===== config.mk =====
export PLATFORM = sky130hd
export DESIGN_NAME = tvh_divider
export DESIGN_NICKNAME = d
export VERILOG_FILES = /design/src/hw/rtl/tvh_divider.sv
export SDC_FILE = /design/constraint.sdc
export NUM_CORES = 2
export LEC_CHECK = 0
export ABC_CLOCK_PERIOD_IN_PS = 4700
export BUFFER_PORTS_ARGS = -buffer_cell sky130_fd_sc_hd__buf_2
export CAP_MARGIN = 5
export CELL_PAD_IN_SITES_DETAIL_PLACEMENT = 0
export CELL_PAD_IN_SITES_GLOBAL_PLACEMENT = 1
export CORE_MARGIN = 10
export CORE_UTILIZATION = 53
export CTS_BUF_LIST = sky130_fd_sc_hd__clkbuf_2 sky130_fd_sc_hd__clkbuf_4 sky130_fd_sc_hd__clkbuf_8
export DETAILED_ROUTE_END_ITERATION = 6
export PLACE_DENSITY = 0.79
export SLEW_MARGIN = 15
export SYNTH_ARGS = -nofsm -noshare
export SYNTH_HDL_FRONTEND = slang
export SYNTH_SLANG_ARGS = --single-unit

===== constraint.sdc =====
create_clock -name clock -period 4.7 [get_ports clock]
set_clock_uncertainty 0.1 [all_clocks]
set_input_delay 0.705 -clock clock [delete_from_list [all_inputs] [get_ports clock]]
set_output_delay 0.705 -clock clock [all_outputs]
set_load 0.02 [all_outputs]

===== src/hw/rtl/tvh_divider.sv =====
`timescale 1ns / 1ps
`default_nettype none

module tvh_divider #(
   parameter int MW = 51,
   parameter int QW = 10,
   parameter int SW = 86
) (
   input  logic          clock,
   input  logic          reset,
   input  logic          en,
   input  logic          in_valid,
   input  logic [MW-1:0] num0,
   input  logic [MW-1:0] num1,
   input  logic [MW-1:0] den,
   input  logic [SW-1:0] side,
   output logic          out_valid,
   output logic [QW:0]   quo0,
   output logic [QW:0]   quo1,
   output logic [SW-1:0] side_out
);

   // One restoring step per stage: stage 0 loads, stages 1..QW make one bit each.
   logic          v_ff     [QW+1];
   logic [MW-1:0] r0_ff    [QW+1];
   logic [MW-1:0] r1_ff    [QW+1];
   logic [QW-1:0] q0_ff    [QW+1];
   logic [QW-1:0] q1_ff    [QW+1];
   logic          full0_ff [QW+1];
   logic          full1_ff [QW+1];
   logic [MW-1:0] den_ff   [QW+1];
   logic [SW-1:0] side_ff  [QW+1];

   // Stage 0 registers the operands and flags a full-scale quotient.
   always_ff @(posedge clock) begin
      if (reset) begin
         v_ff[0] <= 1'b0;
      end else if (en) begin
         v_ff[0] <= in_valid;
      end
   end

   always_ff @(posedge clock) begin
      if (en) begin
         r0_ff[0]    <= num0;
         r1_ff[0]    <= num1;
         q0_ff[0]    <= '0;
         q1_ff[0]    <= '0;
         full0_ff[0] <= (num0 >= den);
         full1_ff[0] <= (num1 >= den);
         den_ff[0]   <= den;
         side_ff[0]  <= side;
      end
   end

   for (genvar k = 1; k <= QW; k++) begin : g_step
      logic [MW:0]   sh0;
      logic [MW:0]   sh1;
      logic          ge0;
      logic          ge1;
      logic [MW-1:0] r0_in;
      logic [MW-1:0] r1_in;

      // Shift the remainder and subtract the divisor when it fits.
      always_comb begin
         sh0   = {r0_ff[k-1], 1'b0};
         sh1   = {r1_ff[k-1], 1'b0};
         ge0   = (sh0 >= {1'b0, den_ff[k-1]});
         ge1   = (sh1 >= {1'b0, den_ff[k-1]});
         r0_in = ge0 ? MW'(sh0 - {1'b0, den_ff[k-1]}) : MW'(sh0);
         r1_in = ge1 ? MW'(sh1 - {1'b0, den_ff[k-1]}) : MW'(sh1);
      end

      always_ff @(posedge clock) begin
         if (reset) begin
            v_ff[k] <= 1'b0;
         end else if (en) begin
            v_ff[k] <= v_ff[k-1];
         end
      end

      always_ff @(posedge clock) begin
         if (en) begin
            r0_ff[k]    <= r0_in;
            r1_ff[k]    <= r1_in;
            q0_ff[k]    <= {q0_ff[k-1][QW-2:0], ge0};
            q1_ff[k]    <= {q1_ff[k-1][QW-2:0], ge1};
            full0_ff[k] <= full0_ff[k-1];
            full1_ff[k] <= full1_ff[k-1];
            den_ff[k]   <= den_ff[k-1];
            side_ff[k]  <= side_ff[k-1];
         end
      end
   end

   assign out_valid = v_ff[QW];
   assign quo0      = full0_ff[QW] ? ((QW+1)'(1) << QW) : {1'b0, q0_ff[QW]};
   assign quo1      = full1_ff[QW] ? ((QW+1)'(1) << QW) : {1'b0, q1_ff[QW]};
   assign side_out  = side_ff[QW];

endmodule

`default_nettype wire


==> out/metrics.yaml <==
routing:
  wl_microns: 407000
  vias_per_cell: 5.81
  wire_per_inst_microns: 22.8
  num_vias: 104000
  first_iter_violations: 8154
  dr.pass1.iters: 7
  ant_nets: 0
  drc: 4
yosys:
  syn_area_sq_um: 146000
  avgSynthCellArea_sq_um: 11.4
  synth.distinct_cells: 98
  yosys.area.top_type: "edfxtp_1"
  ys.warnings.count: 0
  synthFlopType: "edfxtp_1"
  async_flop_share: 0
  yosysTopAreaCellShare: 0.540
  ys_seq_elements: 2619
  ys_top_cells_by_area: "edfxtp_1, ha_1, a21oi_1"
  synth_edf_count: 2619
  syn_inst: 12800
  seq_area_frac_synth: 0.540
  syn_nets: 14100
power:
  combinationalPowerShare: 0.468
  p_sw_frac: 0.390
  vdd_drop_max_v: 0.000386
  p_int_mw: 65.1
  powerDensity_nw_per_um2: 642
  power.switching_mw: 41.7
  clock_power_share: 0.187
  power_leakage_nw: 67.6
  power.sequential.fraction: 0.345
global_routing:
  grt_pass1_wl_microns: 610000
  overflow: 0
  grt_use_total: 0.265
  first_global_vias: 106000
  grt_max_degree: 129
  antenna_found_initial: 7
floorplanning:
  start_util: 0.532
  die_h_microns: 544
  pin_count: 352
  fp-row-count: 192
  die_area_sq_um: 296000
  die_width_microns: 544
  core-area_sq_um: 274000
worst_setup_path:
  worstSetupPathType: "reg2reg"
  critPathCaptureType: "flop"
  cp-startpoint: "den_ff[1][0]"
  timing.rr.start: "den_ff[1][0]"
  reg2reg_slack_ns: 0.05
  start_kind: "flop"
  r2r_cells: 17
  crit_required_ns: 5.48
  worstPathArrival_ns: 5.43
  critical_path.max_fanout: 42
status:
  status: "finished, violations left"
  violations: "DRC"
clocking:
  cts.sink_count: 2619
  htree_num_levels: 5
  numCtsBuffers: 420
  worstSkewPairLatency_ns: 1.18
  cts.clk_slew.worst_paths_ns: 0.06
  cts_buffer_depth: 4
  cts_tree: "yes"
  cts_root_buffer: "clkbuf_8"
place:
  place_congestion: 1.03
  place_hpwl_microns: 319000
  dpl.cell_count: 16800
  portBuffers: 351
timing:
  setup_viol: 0
  hold_viol: 0
  final.setup.tns_ns: 0
  fin_crit_ns: 4.65
  rsz0062_at_grt: "false"
  max_slew_margin: 0.0574
  min_period_over_period: 0.990
  fmax_ghz: 0.215
  maxSlewViolCount: 0
  worst_slew_pin_slew_ns: 1.40
final_layout:
  final_common_cell: "edfxtp_1"
  layout_common_cells: "edfxtp_1, a21oi_1, ha_1"
  fin_nets: 15300
  drive_gt1_frac: 0.144
  fin_cells: 17900
  fillers: 21400
  syn2layout_area_growth_pct: 14.3
  register_area_sq_um: 78600
  multi_input_area_sq_um: 62300
hold_path:
  hp-start: "num0[26]"
  whs_path_depth: 2
  hp-class: "in2reg"
flow_run:
  drv_cap: 0
-- layer usage --
layer  share of wire  track usage  wire length [microns]  vias to the layer above
li1                -            -                      -                    50100
met2            0.49        0.472                 201000                     3329
met5        0.000037            0                     15                        -
met4           0.063        0.143                  25600                        2
met1            0.40        0.315                 163000                    49500
met3           0.042       0.0281                  16900                      950
-- flip-flops by register name, indices dropped and copies added, names as in the netlist --
name      count
side_ff     946
den_ff      510
r0_ff       510
r1_ff       510
q0_ff        55
q1_ff        55
full0_ff     11
full1_ff     11
v_ff         11
-- Yosys cell counts (112+ instances only) --
library cell  instances
a21o_1              590
a21oi_1            1329
clkbuf_1            346
edfxtp_1           2619
ha_1               1120
inv_1               790
mux2_2              291
nand2_1             940
nand2b_1            112
nand3_1             195
nand4_1             268
nor2_1              755
nor2b_1             151
nor3_1              122
o21ai_0             792
o21bai_1            175
xnor2_1             487
xor2_1              350
-- per-stage QoR --
step / setup WS, ns / hold WS (ns) / util / area, sq um / total power [mW]
5_1_grt: 0.00816 / 0.129 / 0.608 / 166000 / 113
2_1_floorplan: 0.891 / 0.300 / - / 146000 / 69.5
3_5_place_dp: -0.384 / 0.305 / 0.567 / 155000 / 85.9
6_report: 0.0473 / 0.173 / 0.608 / 166000 / 107
4_1_cts: 0.0479 / 0.0776 / 0.608 / 166000 / 106
3_3_place_gp: -0.586 / 0.300 / 0.567 / 155000 / 85.2
-- final timing paths --
kind | end
hold reg to reg | full1_ff[3]
setup reg to reg | r0_ff[2][8]
setup / recovery | r0_ff[2][8]
hold / removal | r0_ff[0][26]
-- power by group through the flow --
stage                     combinational, mW  clock [mW]  sequential (mW)
after floorplan                        34.3           0             35.2
after global placement                 48.0           0             37.1
after detailed placement               48.7           0             37.2
after CTS                              49.3        20.4             36.8
after global routing                   54.6        21.5             37.3
final                                  49.9        20.0             36.9
-- area by class of cell --
type,count,share of cell area
Antenna cell,13,0.000196
Timing Repair Buffer,1199,0.0565
Clock buffer,545,0.0404
Multi-Input combinational cell,8899,0.374
Clock inverter,210,0.0110
Tap cell,3589,0.0270
Sequential cell,2619,0.473
Inverter,790,0.0178
-- repair_timing --
action	CTS	global route
pin swaps	2	1
hold buffers	243	0
endpoints found under the setup margin	104	140
resized for setup	3	13
endpoints found under the hold margin	280	0
setup buffers	4	1
-- cells by family after synthesis --
kind of cell,share of synthesized area
DFF,0.540
xor gates and xnor gates,0.0504
buffers and inverters,0.0338
and+or+nand+nor,0.0944
adders and majority gates,0.0987
muxes,0.0250
AOI/OAI and AO/OA,0.158
-- critical path: stages (launching register included) --
cell and delay, ns:
edfxtp_1 0.34, inv_1 0.07, buf_4 0.16, fa_1 0.46, nand3_1 0.14, a21oi_1 0.19
o311ai_1 0.56, buf_4 0.22, nand2_1 0.06, o311a_1 0.36, o21ai_1 0.30, o31ai_1 0.11
buf_4 0.17, a2111o_2 0.49, buf_12 0.19, buf_4 0.21, nor2_1 0.13, a21oi_1 0.05
No activity file was read; power rests on OpenSTA's default activity.
