## src/hw/rtl/tvh_pkg.sv

```systemverilog
`timescale 1ns / 1ps
`default_nettype none

package tvh_pkg;

   // Field widths fixed by the interface.
   localparam int VIEW_W  = 2;
   localparam int PIX_W   = 7;
   localparam int COORD_W = 23;
   localparam int MASK_W  = 3;
   localparam int DIFF_W  = COORD_W + 1;

   // Defaults for the top level parameters.
   localparam int GRID_SIZE_DEF   = 128;
   localparam int FRAC_BITS_DEF   = 16;
   localparam int WEIGHT_BITS_DEF = 10;

   // Projection view codes.
   localparam logic [VIEW_W-1:0] VIEW_XY = 2'd0;
   localparam logic [VIEW_W-1:0] VIEW_YZ = 2'd1;
   localparam logic [VIEW_W-1:0] VIEW_ZX = 2'd2;

   // Axis bits that the caller XORs into its voxel store.
   localparam logic [MASK_W-1:0] ALONG_X = 3'd1;
   localparam logic [MASK_W-1:0] ALONG_Y = 3'd2;
   localparam logic [MASK_W-1:0] ALONG_Z = 3'd4;

   // Signed width of a pixel-centre minus vertex difference.
   function automatic int pos_width(input int frac_bits);
      int wide;
      wide = (PIX_W + frac_bits > COORD_W) ? PIX_W + frac_bits : COORD_W;
      return wide + 1;
   endfunction

endpackage

`default_nettype wire

```

## src/hw/rtl/tvh_blend.sv

```systemverilog
`timescale 1ns / 1ps
`default_nettype none

module tvh_blend #(
   parameter int GRID_SIZE   = 128,
   parameter int FRAC_BITS   = 16,
   parameter int WEIGHT_BITS = 10
) (
   input  logic                        clock,
   input  logic                        reset,
   input  logic                        en,
   input  logic                        in_valid,
   input  logic [WEIGHT_BITS:0]        b0,
   input  logic [WEIGHT_BITS:0]        b1,
   input  logic                        ok,
   input  logic [tvh_pkg::VIEW_W-1:0]  view,
   input  logic [tvh_pkg::PIX_W-1:0]   col,
   input  logic [tvh_pkg::PIX_W-1:0]   row,
   input  logic [tvh_pkg::COORD_W-1:0] w0,
   input  logic [tvh_pkg::COORD_W-1:0] w1,
   input  logic [tvh_pkg::COORD_W-1:0] w2,
   output logic                        out_valid,
   output logic                        out_hit,
   output logic [tvh_pkg::COORD_W-1:0] out_depth,
   output logic [tvh_pkg::PIX_W-1:0]   out_vx,
   output logic [tvh_pkg::PIX_W-1:0]   out_vy,
   output logic [tvh_pkg::PIX_W-1:0]   out_vz,
   output logic [tvh_pkg::MASK_W-1:0]  out_mask
);
   import tvh_pkg::*;

   localparam int BW  = WEIGHT_BITS + 1;
   localparam int PRW = WEIGHT_BITS + COORD_W + 1;
   localparam int SMW = PRW + 2;
   localparam logic [BW:0] ONE = (BW + 1)'(1) << WEIGHT_BITS;

   function automatic logic [PIX_W-1:0] sat_grid(input logic [31:0] v);
      logic [31:0] top;
      top = 32'(GRID_SIZE - 1);
      return (v > top) ? PIX_W'(top) : PIX_W'(v);
   endfunction

   // Third weight, clamped at zero.
   logic [BW:0]   sum01;
   logic [BW-1:0] b2;

   always_comb begin
      sum01 = (BW + 1)'(b0) + (BW + 1)'(b1);
      b2    = (sum01 > ONE) ? '0 : BW'(ONE - sum01);
   end

   // Stage 1: weighted depth terms.
   logic              s1_v_ff;
   logic [PRW-1:0]    t0_ff;
   logic [PRW-1:0]    t1_ff;
   logic [PRW-1:0]    t2_ff;
   logic              ok_ff;
   logic [VIEW_W-1:0] view_ff;
   logic [PIX_W-1:0]  col_ff;
   logic [PIX_W-1:0]  row_ff;

   // Stage 2: depth sum, voxel index and the output register.
   logic [SMW-1:0]     sum;
   logic [COORD_W-1:0] depth;
   logic [PIX_W-1:0]   dz;
   logic [PIX_W-1:0]   sc;
   logic [PIX_W-1:0]   sr;
   logic               hit_in;
   logic [PIX_W-1:0]   vx_in;
   logic [PIX_W-1:0]   vy_in;
   logic [PIX_W-1:0]   vz_in;
   logic [MASK_W-1:0]  mask_in;

   always_comb begin
      sum    = SMW'(t0_ff) + SMW'(t1_ff) + SMW'(t2_ff);
      depth  = COORD_W'(sum >> WEIGHT_BITS);
      dz     = sat_grid(32'(depth >> FRAC_BITS));
      sc     = sat_grid(32'(col_ff));
      sr     = sat_grid(32'(row_ff));
      hit_in = ok_ff;
      unique case (view_ff)
         VIEW_YZ: begin
            vx_in   = dz;
            vy_in   = sc;
            vz_in   = sr;
            mask_in = ALONG_X;
         end
         VIEW_ZX: begin
            vx_in   = sr;
            vy_in   = dz;
            vz_in   = sc;
            mask_in = ALONG_Y;
         end
         default: begin
            vx_in   = sc;
            vy_in   = sr;
            vz_in   = dz;
            mask_in = ALONG_Z;
         end
      endcase
   end

   always_ff @(posedge clock) begin
      if (reset) begin
         s1_v_ff   <= 1'b0;
         out_valid <= 1'b0;
      end else if (en) begin
         s1_v_ff   <= in_valid;
         out_valid <= s1_v_ff;
      end
   end

   always_ff @(posedge clock) begin
      if (en) begin
         t0_ff     <= PRW'(b0) * PRW'(w0);
         t1_ff     <= PRW'(b1) * PRW'(w1);
         t2_ff     <= PRW'(b2) * PRW'(w2);
         ok_ff     <= ok;
         view_ff   <= view;
         col_ff    <= col;
         row_ff    <= row;
         out_hit   <= hit_in;
         out_depth <= hit_in ? depth : '0;
         out_vx    <= hit_in ? vx_in : '0;
         out_vy    <= hit_in ? vy_in : '0;
         out_vz    <= hit_in ? vz_in : '0;
         out_mask  <= hit_in ? mask_in : '0;
      end
   end

endmodule

`default_nettype wire

```

## config.mk

```make
export PLATFORM = sky130hd
export DESIGN_NAME = tvh_blend
export DESIGN_NICKNAME = d
export VERILOG_FILES = /design/src/hw/rtl/tvh_pkg.sv /design/src/hw/rtl/tvh_blend.sv
export SDC_FILE = /design/constraint.sdc
export NUM_CORES = 2
export LEC_CHECK = 0
export ABC_AREA = 1
export BUFFER_PORTS_ARGS = -buffer_cell sky130_fd_sc_hd__clkbuf_2
export CAP_MARGIN = 20
export CORE_AREA = 10 10 209 290
export CTS_BUF_LIST = sky130_fd_sc_hd__clkbuf_8
export DETAILED_ROUTE_END_ITERATION = 10
export DIE_AREA = 0 0 219 300
export HOLD_SLACK_MARGIN = 0.1
export PLACE_DENSITY = 0.73
export SYNTH_ARGS = -nofsm -noshare
export SYNTH_HDL_FRONTEND = slang
export SYNTH_SLANG_ARGS = --single-unit
```

## constraint.sdc

```tcl
create_clock -name clock -period 7.7 [get_ports clock]
set_input_delay 0 -clock clock [delete_from_list [all_inputs] [get_ports clock]]
set_output_delay 0 -clock clock [all_outputs]
set_load 0.03 [all_outputs]
```

==> impl_metrics.env <==
export IMPL_status="completed"
export IMPL_ioPinCount=161
export IMPL_async_reset_ff_share_pct=0
export IMPL_totalWireLength_um=89770
export IMPL_synthesis_instances=3929
export IMPL_category_of_the_most_critical_setup_path="in -> reg"
export IMPL_mapped_avg_cell_area_um2=8.312
export IMPL_start_util_pct=59.23
export IMPL_finClkSkew_ps=18.75
export IMPL_critical_path_peak_fanout=18
export IMPL_die_height_um=300
export IMPL_avgViaCountPerCell=5.528
export IMPL_clk_insertion_delay_late_ps=490
export IMPL_worst_path_largest_cell_delay_ps=560
export IMPL_final_min_clock_period_ps=6944
export IMPL_areaGrowthSynthToFinish_pct=6.272
export IMPL_layout_nets=4989
export IMPL_crit_buf_inv=6
export IMPL_drc=0
export IMPL_number_of_enable_type_register_cells_in_the_synthesized_netlist=164
export IMPL_port_buffers=160
export IMPL_critical_path_arrival_ps=7200
export IMPL_grt_max_degree=85
export IMPL_reg_clk_slew_reported_paths_ps=110
export IMPL_yosys_top_cells_area="sky130_fd_sc_hd__fa_1 36%, sky130_fd_sc_hd__edfxtp_1 15%, sky130_fd_sc_hd__nand2_1 12%, sky130_fd_sc_hd__inv_1 9.7%, sky130_fd_sc_hd__ha_1 9.7%"
export IMPL_cts_tree="yes"
export IMPL_slew_limit_headroom_pct=32.12
export IMPL_die_width_um=219
export IMPL_setup_repair_after_global_routing_missed_its_margin="no"
export IMPL_vias=26380
export IMPL_netlist_top_cells_count="1030 x sky130_fd_sc_hd__nand2_1, 847 x sky130_fd_sc_hd__inv_1, 593 x sky130_fd_sc_hd__fa_1, 254 x sky130_fd_sc_hd__ha_1, 217 x sky130_fd_sc_hd__nor2_1"
export IMPL_crit_slowest_cell="sky130_fd_sc_hd__fa_1"
export IMPL_crit_top_cell="sky130_fd_sc_hd__fa_1"
export IMPL_placed_cells=4715
export IMPL_yosysUniqueCellTypes=53
export IMPL_drt_pass1_iterations=6
export IMPL_drive_above_1_share_pct=7.000
export IMPL_synth_area_leader_cell="sky130_fd_sc_hd__fa_1"
export IMPL_max_cap_viol_count=0
export IMPL_initialDrtViolationCount=1829
export IMPL_initial_antenna_violation_count=1
export IMPL_clk_tree_root_cell="sky130_fd_sc_hd__clkbuf_8"
export IMPL_final_instance_count_excl_fill=4772
export IMPL_core_um2=55130
export IMPL_holdCritPathClass="in -> reg"
export IMPL_timing_final_crit_share_pct=90.19
export IMPL_grt_total_usage_pct=28.19
export IMPL_tns_setup_ps=0
export IMPL_clock_tree_buffer_depth=2
export IMPL_antenna_left=0
export IMPL_grt_pass1_wl_um=145400
export IMPL_drt_wirelength_per_cell_um=18.81
export IMPL_final_setup_viol_count=0
export IMPL_place_detailed_hpwl_um=76000
export IMPL_globalplace_congestion=0.9753
export IMPL_fmax_ghz=0.1440
export IMPL_worstSetupStartpointType="primary input"
export IMPL_numClockSinks=166
export IMPL_cpLargestDelayFamily="adder cells"
export IMPL_h_tree_depth=4
export IMPL_data_required_time_of_the_worst_path_ps=7950
export IMPL_synthesized_net_count=4888
export IMPL_fraction_of_synthesized_cell_area_taken_by_the_top_area_cell_type_pct=36.35
export IMPL_critical_path_endpoint_type="register"
export IMPL_cts_made_buffers=17
export IMPL_first_global_vias=27940
export IMPL_row_count=102
export IMPL_design_die_area_um2=65700
export IMPL_synth_warnings=0
export IMPL_ys_ff_latch=166
export IMPL_grt_overflow=0
export IMPL_report_final_slew_viol_count=0
export IMPL_dominantRegCellSynth="sky130_fd_sc_hd__edfxtp_1"
export IMPL_synth_seq_area_share_pct=15.20
export IMPL_synth_cell_area_um2=32660
export IMPL_worst_slew_pin_slew_ps=1018
export IMPL_final_hold_violation_count=0
export IMPL_yosysMostFrequentCell="sky130_fd_sc_hd__nand2_1"
final cells by class:
type	instances	area, um2
Antenna cell	1	2.502
Multi-Input combinational cell	2767	23900
Timing Repair Buffer	219	1310
Fill cell	4906	20430
Tap cell	728	910.9
Clock buffer	17	234.0
Clock inverter	15	157.7
Sequential cell	166	4965
Inverter	859	3224
registers in the layout, summed over array words and instances (netlist names):
signal and count:
out_valid 1, s1_v_ff 1, out_hit 1, out_vz 7, out_vx 7, out_mask 3
t0_ff 33, col_ff 7, out_depth 23, t1_ff 33, t2_ff 33, view_ff 2
out_vy 7, row_ff 7, hit_in 1
cell families after synthesis:
group / count (synthesis) / synth area share [%]
buf+inv: 996 / 11.61
flops: 166 / 15.20
simple gates: 1454 / 18.29
xor+xnor: 94 / 2.544
compound gates: 372 / 6.276
fa+ha+maj: 847 / 46.08
path summary, 6_finish.rpt:
kind / start / to / slack (ps) / cells past startpoint
worst max-delay path: b0[0] / t2_ff[27]$_DFFE_PP_ / 760 / 32
worst min-delay path: w0[1] / t0_ff[1]$_DFFE_PP_ / 140 / 4
worst max register to register: t0_ff[9]$_DFFE_PP_ / out_vz[2]$_SDFFCE_PN0P_ / 4590 / 13
worst min register to register: s1_v_ff$_SDFFE_PP0P_ / s1_v_ff$_SDFFE_PP0P_ / 480 / 2
routing by layer:
metal	part of all wire [%]	track usage (%)	wire length [um]
met5	0	0	0
met4	4.6	12.52	4156
met3	5.8	3.427	5221
met2	53	50.61	47240
met1	37	33.09	33160
what timing repair did:
action,in CTS,in global routing
hold endpoints to repair,101,0
setup buffers,0,0
hold buffers,24,0
gates resized for setup,0,0
worst min-delay path, delay by kind of cell:
family | cells | cell delay (ps)
and+or+nand+nor | 1 | 90
adders and majority gates | 1 | 120
buffers and inverters | 2 | 290
metrics by stage:
stage	hold slack, ps	area, um2	utilization, %	setup slack [ps]
2_1_floorplan	69.07	32660	-	1518
3_3_place_gp	177.6	34070	61.80	476.2
3_5_place_dp	179.6	34070	61.80	265.5
4_1_cts	118.7	34700	62.94	771.6
5_1_grt	154.6	34710	62.95	372.7
6_report	135.2	34710	62.95	755.6
cells in the final DEF (no fill, tap or decap), types with 4 or more instances in the layout:
| cell | n |
|---|---|
| sky130_fd_sc_hd__nand2_2 | 10 |
| sky130_fd_sc_hd__nand3b_1 | 7 |
| sky130_fd_sc_hd__nor2_1 | 217 |
| sky130_fd_sc_hd__xor2_1 | 58 |
| sky130_fd_sc_hd__ha_1 | 254 |
| sky130_fd_sc_hd__a21o_1 | 17 |
| sky130_fd_sc_hd__dlygate4sd3_1 | 24 |
| sky130_fd_sc_hd__a21boi_0 | 6 |
| sky130_fd_sc_hd__inv_1 | 847 |
| sky130_fd_sc_hd__clkbuf_2 | 159 |
| sky130_fd_sc_hd__a31o_2 | 4 |
| sky130_fd_sc_hd__clkbuf_8 | 17 |
| sky130_fd_sc_hd__nand3_1 | 101 |
| sky130_fd_sc_hd__a31oi_1 | 12 |
| sky130_fd_sc_hd__o211ai_1 | 4 |
| sky130_fd_sc_hd__nand2_4 | 4 |
| sky130_fd_sc_hd__buf_4 | 35 |
| sky130_fd_sc_hd__fa_1 | 593 |
| sky130_fd_sc_hd__nor2_4 | 13 |
| sky130_fd_sc_hd__clkinv_1 | 4 |
| sky130_fd_sc_hd__nor4_1 | 8 |
| sky130_fd_sc_hd__edfxtp_1 | 164 |
| sky130_fd_sc_hd__inv_8 | 5 |
| sky130_fd_sc_hd__inv_2 | 8 |
| sky130_fd_sc_hd__xnor2_1 | 35 |
| sky130_fd_sc_hd__o21bai_1 | 15 |
| sky130_fd_sc_hd__nor3_1 | 20 |
| sky130_fd_sc_hd__a21oi_1 | 190 |
| sky130_fd_sc_hd__nand4_1 | 28 |
| sky130_fd_sc_hd__nand2_1 | 1030 |
| sky130_fd_sc_hd__o21ai_0 | 108 |
Power is not shown: default switching activity piles up to over one toggle a cycle in this logic, so the estimate is an artifact.
